$ cat src/hw/rtl/bvs_pkg.sv
// Shared types and constants of the blowdown valve sequencer.
`default_nettype none
package bvs_pkg;
    localparam int Vessels = 8;
    localparam int TimeBits = 16;
    localparam int LevelBits = 12;
    localparam int LevelGap = 1;
    localparam int VidBits = 4;
    localparam int VIdxBits = 3;

    localparam logic [2:0] CFG_PULSE_LO = 3'd0;
    localparam logic [2:0] CFG_PULSE_HI = 3'd1;
    localparam logic [2:0] CFG_WAIT_LO  = 3'd2;
    localparam logic [2:0] CFG_WAIT_HI  = 3'd3;
    localparam logic [2:0] CFG_LVL_ON   = 3'd4;
    localparam logic [2:0] CFG_LVL_OFF  = 3'd5;

    // One classified tick handed from the front end to the sequencer.
    typedef struct packed {
        logic [Vessels-1:0]   toggles;
        logic                 run;
        logic                 pump_req;
        logic                 pump_tog;
        logic [LevelBits-1:0] level;
    } tick_t;

    // One result transaction.
    typedef struct packed {
        logic [Vessels-1:0] valves;
        logic               pump;
        logic [VidBits-1:0] active;
    } result_t;
endpackage
`default_nettype wire

$ cat src/hw/rtl/bvs_front.sv
// Front end: accepts ticks and queues them in a two-entry FIFO.
`default_nettype none
module bvs_front
(
    input  wire logic              clk,
    input  wire logic              rst_n,
    input  wire logic              in_valid,
    output logic                   in_ready,
    input  wire bvs_pkg::tick_t    in_tick,
    output logic                   q_valid,
    input  wire logic              q_ready,
    output bvs_pkg::tick_t         q_tick
);
    bvs_pkg::tick_t mem_reg [2];
    logic           wr_ptr_reg, rd_ptr_reg;
    logic [1:0]     cnt_reg;

    assign in_ready = (cnt_reg != 2'd2);
    assign q_valid  = (cnt_reg != 2'd0);
    assign q_tick   = mem_reg[rd_ptr_reg];

    // Queue storage.
    always_ff @(posedge clk)
    begin
        if (in_valid && in_ready)
        begin
            mem_reg[wr_ptr_reg] <= in_tick;
        end
    end

    // Queue pointers and fill count.
    always_ff @(posedge clk or negedge rst_n)
    begin
        if (!rst_n)
        begin
            wr_ptr_reg <= 1'b0;
            rd_ptr_reg <= 1'b0;
            cnt_reg    <= 2'd0;
        end
        else
        begin
            if (in_valid && in_ready)
            begin
                wr_ptr_reg <= ~wr_ptr_reg;
            end
            if (q_valid && q_ready)
            begin
                rd_ptr_reg <= ~rd_ptr_reg;
            end
            cnt_reg <= cnt_reg + {1'b0, in_valid && in_ready} - {1'b0, q_valid && q_ready};
        end
    end
endmodule
`default_nettype wire

$ cat config.mk
export PLATFORM = sky130hd
export DESIGN_NAME = bvs_front
export DESIGN_NICKNAME = d
export VERILOG_FILES = /design/src/hw/rtl/bvs_pkg.sv /design/src/hw/rtl/bvs_front.sv
export SDC_FILE = /design/constraint.sdc
export NUM_CORES = 1
export LEC_CHECK = 0
export BUFFER_PORTS_ARGS = -buffer_cell sky130_fd_sc_hd__buf_2
export CAP_MARGIN = 20
export CORE_UTILIZATION = 30
export DETAILED_ROUTE_END_ITERATION = 7
export PLACE_DENSITY = 0.59
export SLEW_MARGIN = 20
export SYNTH_ARGS = -nofsm -noshare
export SYNTH_HDL_FRONTEND = slang
export SYNTH_SLANG_ARGS = --single-unit
$ cat constraint.sdc
create_clock -name clk -period 2.71 [get_ports clk]
set_input_delay 0.1355 -clock clk [delete_from_list [all_inputs] [get_ports clk]]
set_output_delay 0.1355 -clock clk [all_outputs]
set_load 0.01 [all_outputs]
=== Word-level counts from Yosys, hierarchy flattened ===
Memories as Yosys holds them, arrays and structs flattened.
Cells that the tools add are included.

* Input port bits: 27
* Memories kept: 1
* Bits in registers: 4
* Memory bits (writable): 46

* Reductions and logical operators: 3
* Bitwise operators: 2
* Add/subtract/negate cells: 2
* Mux-type cells: 2
* Equality and inequality tests: 1

{| class="wikitable"
|+ Memory list
! memory !! words !! bits a word !! read ports !! clocked after memory_dff !! write ports !! line !! source
|-
| mem_reg || 2 || 23 || 1 || 0 || 1 || bvs_front.sv:14 || <nowiki>bvs_pkg::tick_t mem_reg [2];</nowiki>
|}

{| class="wikitable"
|+ Operators with widths
! kind !! count
|-
| $add A2 B1 Y2 || 1
|-
| $logic_and A1 B1 Y1 || 2
|-
| $mux W1 || 2
|-
| $ne A2 B2 Y1 const B || 1
|-
| $not A1 Y1 || 2
|-
| $reduce_bool A2 Y1 || 1
|-
| $sub A2 B1 Y2 || 1
|}

=== Longest topological paths before layout ===
Gate-level depths: netlist of the first run.

* Depth in word-level cells: 4
* Mapped depth: 7

=== Worst setup path after synthesis of the first run ===
No wires, ideal clock.

* Path type: reg-to-reg
* Start: register cnt_reg[1]
* End: memory mem_reg[0][0] (netlist bit) (enable)
* Setup slack: 0.662 ns
* Period minus slack after synthesis: 2.048 ns
* Setup time: 0.403 ns
* Required time: 2.307 ns
* Arrival time: 1.645 ns
* Stages on the path, launching flop included: 4
* Path buffers: 0
* Cell sequence: dfrtp_1 > nand2b_1 > nand2_1 > nor2_1

* Longest elaborated chain between the ends: 4

{| class="wikitable"
|+ Ends and longest elaborated chain
! item !! line !! source
|-
| start: declaration || bvs_front.sv:16 || <nowiki>logic [1:0] cnt_reg;</nowiki>
|-
| start signal: assignment || bvs_front.sv:50 || <nowiki>cnt_reg <= cnt_reg + {1'b0, in_valid && in_ready} - {1'b0, q_valid && q_ready};</nowiki>
|-
| $ne A2 B2 Y1 || bvs_front.sv:18 || <nowiki>assign in_ready = (cnt_reg != 2'd2);</nowiki>
|-
| named net in_ready || bvs_front.sv:8 || <nowiki>output logic in_ready,</nowiki>
|-
| $logic_and A1 B1 Y1 || bvs_front.sv:25 || <nowiki>if (in_valid && in_ready)</nowiki>
|-
| $mux W1 || bvs_front.sv:25 ||
|-
| $mux W1 (implied by the code) || bvs_front.sv:27 || <nowiki>mem_reg[wr_ptr_reg] <= in_tick;</nowiki>
|-
| end: declaration || bvs_front.sv:14 ||
|}

The timed path passes the listed nets, and every way through them passes these cells.

==> run_results.csv, run 1 <==
group,metric,value,unit
outcome,outcome,"completed",
floorplan,pin_count,52,
yosys,syn_nets,118,
pwr,max-vdd-ir-drop,0.0004011,V
yosys,syn_inst,89,
min_path,hold_class,"input pin to register",
detailed_routing,drt_iter0_markers,16,
detailed_routing,viasPerCell,4.295,
timing,worst_slack,0.9505,ns
yosys,ys_async_sr_fraction,8.000,%
timing,slew_headroom,66.27,%
timing,tightest_slew,0.5059,ns
placement,placed_cells,215,
worst_setup_path,cp_max_fo,22,
grt,grt_antenna_before_repair,0,
yosys,ys_types,15,
pwr,p_per_area,1063,nW/um^2
yosys,synth_top_area_cell,"edfxtp_1",
yosys,avgSynthCellArea,21.85,um^2
layout,diodes,0,
worst_setup_path,critical_path_required,2.57,ns
floorplan,coreArea,6096,um^2
timing,setup_viol,0,
floorplan,row_count,28,
placement,gp_congestion,0.6052,
layout,final_cell_mix,"51 x buf_2, 46 x edfxtp_1, 19 x mux2_4",
timing,fin_crit,1.759,ns
yosys,yosysSeqAreaShare,76.19,%
floorplan,dieArea,6807,um^2
grt,grt_max_degree,23,
placement,post-dp-hpwl,2296,um
timing,drv_slew,0,
floorplan,die_w,82.51,um
clock_tree,cts_num_sinks,50,
timing,finalHoldViolations,0,
pwr,p_leak,0.0009805,uW
clock_tree,h-tree-depth,2,
placement,port-buffer-count,51,
clock_tree,clkLatencyLatePin,0.29,ns
timing,fmax,568.4,MHz
yosys,synthesis.area,1944,um^2
placement,placed_cell_area,2285,um^2
grt,grtUsageTotal,10.33,%
timing,rsz0062_at_grt,"false",
detailed_routing,drtAntennaViolNets,0,
detailed_routing,vias,962,
yosys,synth_area_leaders,"edfxtp_1 71%, mux2_4 15%, dfrtp_1 5.1%, mux2_1 2.3%, buf_6 1.7%",
timing,fin_crit_sh,64.92,%
yosys,ys_seq_elements,50,
layout,finalNetCount,177,
detailed_routing,drt-pass1-iter-count,4,
floorplan,start_util,31.90,%
yosys,yosysTopAreaCellShare,71.04,%
layout,area_growth_syn_to_layout,24.84,%
layout,largest_reg_flops,46,
detailed_routing,avgRoutedWirePerCell,14.22,um
timing,fin_skew,0.002426,ns
worst_setup_path,crit_arrival,1.62,ns
yosys,synth_edf_count,46,
detailed_routing,drt-total-wl,3186,um
layout,fin_area,2427,um^2
yosys,ys.flop_type,"edfxtp_1",
layout,instances_no_fill,224,
clock_tree,cts_inserted_buffers,5,
clock_tree,cts_buffer_depth,2,
worst_setup_path,worstSetupEndpointType,"primary output",
clock_tree,root_buffer,"clkbuf_8",
grt,grt_pass1_wl,4871,um
worst_setup_path,critical_path_class,"register to primary output",
job,cap_violations,0,
placement,dp_slack,0.9993,ns
detailed_routing,drc_errors,0,
timing,hold_ws,0.02513,ns
yosys,yosysWarnings,0,
timing,tns,0,ns
layout,drive_gt1_share,55.03,%
clock_tree,clkTransAtPathRegs,0.08,ns
worst_setup_path,cp-start-kind,"register",
grt,grt_pass1_vias,987,
grt,grt_remaining_overflow,0,
floorplan,die_h,82.51,um
clock_tree,cts_tree,"yes",
layout,final_common_cell,"buf_2",
clock_tree,ctsResizeCount,0,
## report_power, final
group / internal (uW) / switching (uW) / leakage (uW)
combinational: 440 / 429 / 0.000441
clock: 365 / 224 / 0.0000658
sequential: 1060 / 60.8 / 0.000474
## worst paths after layout
path	slack [ns]	depth (start not counted)	end	from
max in group asynchronous	2.42	2	wr_ptr_reg	rst_n
min in group asynchronous	0.17	2	cnt_reg[0]	rst_n
min reg2reg	0.52	1	cnt_reg[0]	cnt_reg[0]
max	0.95	3	q_tick[2]	rd_ptr_reg
min	0.03	1	mem_reg[0][17]	in_tick[17]
max reg2reg	0.96	7	cnt_reg[1]	cnt_reg[1]
## cell families (layout without fill, tap and decap cells)
logic type               Yosys count  in the layout  synth area share, %
AND/OR/NAND/NOR                    6              6                1.802
multiplexers                      23             23                16.99
flip-flops                        50             50                76.19
buffers and inverters              4             64                1.930
adder cells (fa/ha/maj)            2              2                1.287
XOR/XNOR                           4              4                1.802
## through the flow
step	utilization (%)	power (uW)
after floorplan	-	1762
after global placement	37.48	1999
after detailed placement	37.48	2029
after CTS	39.82	2621
after global routing	39.82	2725
final	39.82	2581
## synthesized netlist by cell type, drive strengths merged (2+ instances only)
| cell type | count |
|---|---|
| xnor2 | 3 |
| edfxtp | 46 |
| ha | 2 |
| buf | 3 |
| dfrtp | 4 |
| mux2 | 23 |
## layer usage
layer	wire length, um	GRT usage [%]
met5	0	0
met4	68	4.138
met3	275	4.615
met2	1484	16.61
met1	1357	12.07
## worst max-delay path: stages, from the launching register on
cell and delay, ns:
dfrtp_1 0.40, buf_4 0.39, mux2_1 0.39, buf_2 0.15
## repair_timing
item                                    4_1_cts  5_1_grt
hold buffers                                  1        0
endpoints found under the setup margin        0        0
endpoints found under the hold margin         4        0
setup buffers                                 0        0
## layout make-up
class                      instances  area (um^2)
multi-input combinational         35        427.9
clock inverter                     3        63.81
clock buffer                       5        68.82
tap                               75        93.84
inverter                           1        3.754
fill                             581         3669
sequential                        50         1481
timing repair buffer              55        287.8
Power figures use the tool's default switching activity.
==> run 2, diff against run 1 <==
- ABC_AREA: default -> 1
- clock period: 2.71 -> 1.7 ns (I/O delays scaled with it)
==> run_results.csv, run 2 <==
group,metric,value,unit
timing,setup_viol,0,
yosys,synth_area_leaders,"edfxtp_1 70%, nand2_1 14%, dfrtp_1 5.1%, nand2_2 3.2%, buf_6 1.7%",
layout,final_cell_mix,"72 x nand2_1, 51 x buf_2, 46 x edfxtp_1",
layout,ff_latch_area,1483,um^2
clock_tree,cts_buffer_depth,2,
worst_setup_path,cp-start-kind,"register",
grt,grt_pass1_vias,1254,
timing,drv_slew,0,
clock_tree,cts_num_sinks,50,
layout,fillers,604,
yosys,yosysSeqAreaShare,75.32,%
timing,finalHoldViolations,0,
layout,final_common_cell,"nand2_1",
yosys,ys_seq_elements,50,
layout,diodes,0,
worst_setup_path,regToRegSetupSlack,0.29,ns
min_path,min_path_cells,3,
yosys,synthesis.area,1967,um^2
layout,largest_reg_flops,46,
yosys,syn_inst,152,
clock_tree,root_buffer,"clkbuf_8",
layout,finalNetCount,264,
floorplan,die_h,82.97,um
worst_setup_path,worst_path_most_repeated_cell,"nand2_1",
clock_tree,cts_setup_buffers,0,
detailed_routing,top_layer,"met4",
worst_setup_path,critical_path_required,1.62,ns
yosys,ys_types,12,
min_path,hold_class,"input pin to register",
placement,port-buffer-count,51,
yosys,yosysMostFrequentCell,"nand2_1",
yosys,syn_nets,181,
detailed_routing,drt_iter0_markers,50,
layout,multi_input_comb_area,379.1,um^2
yosys,avgSynthCellArea,12.94,um^2
floorplan,pin_count,52,
timing,tightest_slew,0.3630,ns
detailed_routing,avgRoutedWirePerCell,11.21,um
timing,fin_skew,0.005519,ns
worst_setup_path,cp_slowest_stage_delay,0.60,ns
floorplan,dieArea,6884,um^2
detailed_routing,viasPerCell,4.086,
worst_setup_path,cp_slowest_cell,"dfrtp_2",
worst_setup_path,crit_arrival,1.37,ns
placement,post-dp-hpwl,2348,um
yosys,ys_async_sr_fraction,8.000,%
grt,grt_antenna_before_repair,0,
yosys,synth_top_area_cell,"edfxtp_1",
detailed_routing,drtAntennaViolNets,0,
clock_tree,h-tree-depth,2,
floorplan,row_count,29,
pwr,max-vdd-ir-drop,0.0005902,V
clock_tree,clkLatencyLatePin,0.30,ns
timing,fin_crit_sh,85.75,%
floorplan,die_w,82.97,um
clock_tree,cts_tree,"yes",
worst_setup_path,rr_worst_depth,10,
detailed_routing,wl_met1,1518,um
floorplan,coreArea,6350,um^2
timing,fin_crit,1.458,ns
worst_setup_path,critical_path_class,"register to primary output",
detailed_routing,drt-pass1-iter-count,3,
grt,grt_pass1_wl,5899,um
worst_setup_path,cp_max_fo,14,
pwr,p_leak,0.001174,uW
placement,gp_congestion,0.6127,
timing,tns,0,ns
worst_setup_path,path_cells,"buf_4 -> nand2_1 -> nand2_1 -> buf_2",
detailed_routing,drc_errors,0,
layout,area_growth_syn_to_layout,34.73,%
floorplan,start_util,30.98,%
min_path,hp-start,"q_ready",
worst_setup_path,setup.worst_path.start,"rd_ptr_reg",
pwr,p_per_area,1525,nW/um^2
yosys,yosysWarnings,0,
timing,rsz0062_at_grt,"false",
layout,drive_gt1_share,32.63,%
clock_tree,cts_inserted_buffers,5,
yosys,synth_edf_count,46,
worst_setup_path,r2r-start,"cnt_reg[1]",
clock_tree,clkTransAtPathRegs,0.09,ns
min_path,min_to,"rd_ptr_reg",
worst_setup_path,regToRegEndpoint,"cnt_reg[1]",
yosys,ys.flop_type,"edfxtp_1",
job,cap_violations,0,
detailed_routing,met2_length,1793,um
detailed_routing,drt-total-wl,3508,um
grt,grt_max_degree,25,
worst_setup_path,worstSetupEndpointType,"primary output",
grt,grt_remaining_overflow,0,
grt,grtUsageTotal,11.25,%
outcome,outcome,"completed",
timing,fmax,686.0,MHz
layout,utilization,41.73,%
detailed_routing,vias,1279,
detailed_routing,wl_met3,157,um
timing,slew_headroom,75.80,%
yosys,yosysTopAreaCellShare,70.23,%
yosys,synth.top_cells.by_count,"72 x nand2_1, 46 x edfxtp_1, 10 x nand2_2, 8 x inv_1, 4 x dfrtp_1",
run 2: changes by cell type in the layout (fill, tap and decap cells not counted), sizes merged, moves of 3 or more:
cell / change
buf: +3
dlygate4sd3: +23
inv: +8
mux2: -23
nand2: +81
nand3: +3
xnor2: -3
run 2: cells by family after synthesis:
group                      after synthesis  share of synthesized area [%]
and+or+nand+nor                         86                          17.87
adders and majority gates                2                          1.272
buffers and inverters                   14                          5.534
DFF                                     50                          75.32
run 2: area by class of cell:
type / instances / area share [%]
inverters: 9 / 1.558
clock buffers: 6 / 2.738
clock inverters: 2 / 1.416
flip-flops and latches: 50 / 55.95
multi-input cells: 88 / 14.31
well taps: 77 / 3.636
repair buffers: 81 / 20.40
run 2: per-stage QoR:
step           total power, uW  std cells  setup WS [ns]  hold slack [ns]  cell area, um^2
2_1_floorplan             2792        152        0.05788          -0.2106             1969
3_3_place_gp              3236        281         0.3257         -0.09627             2298
3_5_place_dp              3273        281         0.2999          -0.1001             2298
4_1_cts                   4134        313         0.1994          0.03618             2650
5_1_grt                   4367        313         0.1263          0.03918             2650
6_report                  4042        313         0.2422          0.04297             2650
run 2: power by group:
part	switching (uW)	internal (uW)	total (uW)
sequential	145	1690	1830
clock	374	439	813
combinational	857	543	1400
total	1380	2670	4040
run 2: routing by layer:
| layer | vias up | track usage (%) |
|---|---|---|
| li1 | 660 | - |
| met1 | 578 | 12.82 |
| met2 | 36 | 19.75 |
| met3 | 5 | 3.777 |
| met4 | 0 | 3.762 |
| met5 | - | 0 |
run 2: worst max-delay path by stage:
stage / endpoint / slack, ns / depth (start not counted)
final: q_tick[21] / 0.24 / 4
after global routing: q_tick[12] / 0.13 / 4
after CTS: q_tick[21] / 0.20 / 4
after detailed placement: q_tick[21] / 0.30 / 4
after global placement: q_tick[16] / 0.33 / 4
after floorplan: mem_reg[1][0] / 0.06 / 3
run 2: repair_timing:
item                                    in CTS  in global routing
resized for setup                            1                  0
endpoints found under the setup margin      12                  0
hold endpoints to repair                    50                  0
hold buffers                                24                  0
run 2: worst max-delay path: cells and delay by family (launching register included):
family / cells / cell delay, ns
flops: 1 / 0.60
simple gates: 2 / 0.13
buf+inv: 2 / 0.35
==> run 3, diff against run 2 <==
- PLACE_DENSITY: 0.59 -> default
==> run_results.csv, run 3 (synthesis gave the netlist of run 2 again) <==
group,metric,value,unit
floorplan,coreArea,6350,um^2
layout,drive_gt1_share,32.48,%
worst_setup_path,critical_path_class,"register to primary output",
clock_tree,cts_num_sinks,50,
detailed_routing,vias,1266,
worst_setup_path,critical_path_required,1.62,ns
layout,area_growth_syn_to_layout,34.22,%
layout,finalNetCount,262,
clock_tree,root_buffer,"clkbuf_8",
detailed_routing,drt_iter0_markers,66,
timing,drv_slew,0,
floorplan,dieArea,6884,um^2
clock_tree,cts_tree,"yes",
clock_tree,h-tree-depth,2,
floorplan,row_count,29,
placement,port-buffer-count,51,
layout,final_cell_mix,"72 x nand2_1, 51 x buf_2, 46 x edfxtp_1",
layout,fillers,592,
job,cap_violations,0,
timing,rsz0062_at_grt,"false",
grt,grt_max_degree,25,
layout,final_common_cell,"nand2_1",
detailed_routing,drt-total-wl,3455,um
grt,grtUsageTotal,10.94,%
grt,grt_remaining_overflow,0,
detailed_routing,drc_errors,0,
timing,finalHoldViolations,0,
worst_setup_path,cp_max_fo,24,
layout,instances_no_fill,311,
clock_tree,clkTransAtPathRegs,0.08,ns
layout,ff_latch_area,1483,um^2
floorplan,start_util,30.98,%
detailed_routing,drtAntennaViolNets,0,
grt,grt_pass1_wl,5782,um
layout,largest_reg_flops,46,
detailed_routing,avgRoutedWirePerCell,11.11,um
layout,utilization,41.58,%
pwr,p_per_area,1492,nW/um^2
clock_tree,cts_inserted_buffers,5,
timing,tns,0,ns
placement,gp_congestion,0.7640,
timing,fmax,706.1,MHz
worst_setup_path,cp-start-kind,"register",
grt,grt_antenna_before_repair,0,
timing,fin_skew,0.005131,ns
clock_tree,clkLatencyLatePin,0.30,ns
min_path,hold_class,"input pin to register",
floorplan,pin_count,52,
timing,fin_crit,1.416,ns
timing,tightest_slew,0.3243,ns
grt,grt_pass1_vias,1270,
layout,diodes,0,
pwr,max-vdd-ir-drop,0.0006675,V
timing,slew_headroom,78.38,%
pwr,power.total,3938,uW
worst_setup_path,worstSetupEndpointType,"primary output",
detailed_routing,drt-pass1-iter-count,5,
detailed_routing,viasPerCell,4.071,
floorplan,die_w,82.97,um
worst_setup_path,crit_arrival,1.33,ns
layout,multi_input_comb_area,379.1,um^2
pwr,p_leak,0.001164,uW
placement,post-dp-hpwl,2165,um
outcome,outcome,"completed",
clock_tree,cts_setup_buffers,0,
floorplan,die_h,82.97,um
timing,fin_crit_sh,83.30,%
placement,placed_cells,279,
clock_tree,cts_buffer_depth,2,
timing,setup_viol,0,
-- run 3: where the power goes --
group / internal, uW / switching [uW] / total [uW]
Combinational: 569 / 885 / 1450
Clock: 289 / 374 / 663
Sequential: 1680 / 136 / 1820
Total: 2540 / 1390 / 3940
-- run 3: area by class of cell --
type,count,share of cell area (%)
clock buffers,5,2.607
clock inverters,3,0.8057
inverters,9,1.564
multi-input cells,88,14.36
flip-flops and latches,50,56.16
well taps,77,3.649
repair buffers,79,20.85
-- run 3: worst max-delay path, cell delays in order (launching register included) --
cell	delay, ns
dfrtp_2	0.54
inv_8	0.21
nand2_1	0.07
nand2_1	0.08
buf_2	0.13
-- run 3: per-stage QoR --
step                area (um^2)  hold slack (ns)  setup WS [ns]
finish                     2640          0.05946         0.2838
global route               2640          0.05036         0.1592
CTS                        2639          0.03817        0.05749
detailed placement         2308         -0.09973         0.3109
global placement           2308          -0.1011         0.3555
floorplan                  1969          -0.2106        0.05788
-- run 3: metal layers --
layer | track usage, % | vias up | wire, um
li1 | - | 656 | -
met5 | 0 | - | 0
met1 | 12.44 | 559 | 1521
met2 | 19.45 | 43 | 1712
met4 | 4.232 | 0 | 58
met3 | 2.982 | 8 | 163
-- run 3: worst paths after layout --
| check | from | end | slack (ns) | depth (start not counted) |
|---|---|---|---|---|
| setup / recovery | rd_ptr_reg | q_tick[17] | 0.28 | 4 |
| hold / removal | q_ready | rd_ptr_reg | 0.06 | 3 |
| setup reg to reg | cnt_reg[0] | cnt_reg[1] | 0.29 | 9 |
| hold reg to reg | wr_ptr_reg | wr_ptr_reg | 0.48 | 2 |
| max in group asynchronous | rst_n | rd_ptr_reg | 1.45 | 2 |
| min in group asynchronous | rst_n | cnt_reg[0] | 0.11 | 2 |
-- run 3: timing repair --
action | CTS | global route
endpoints found under the hold margin | 50 | 0
gates resized for setup | 0 | 1
hold buffers | 24 | 0
setup endpoints to repair | 0 | 12
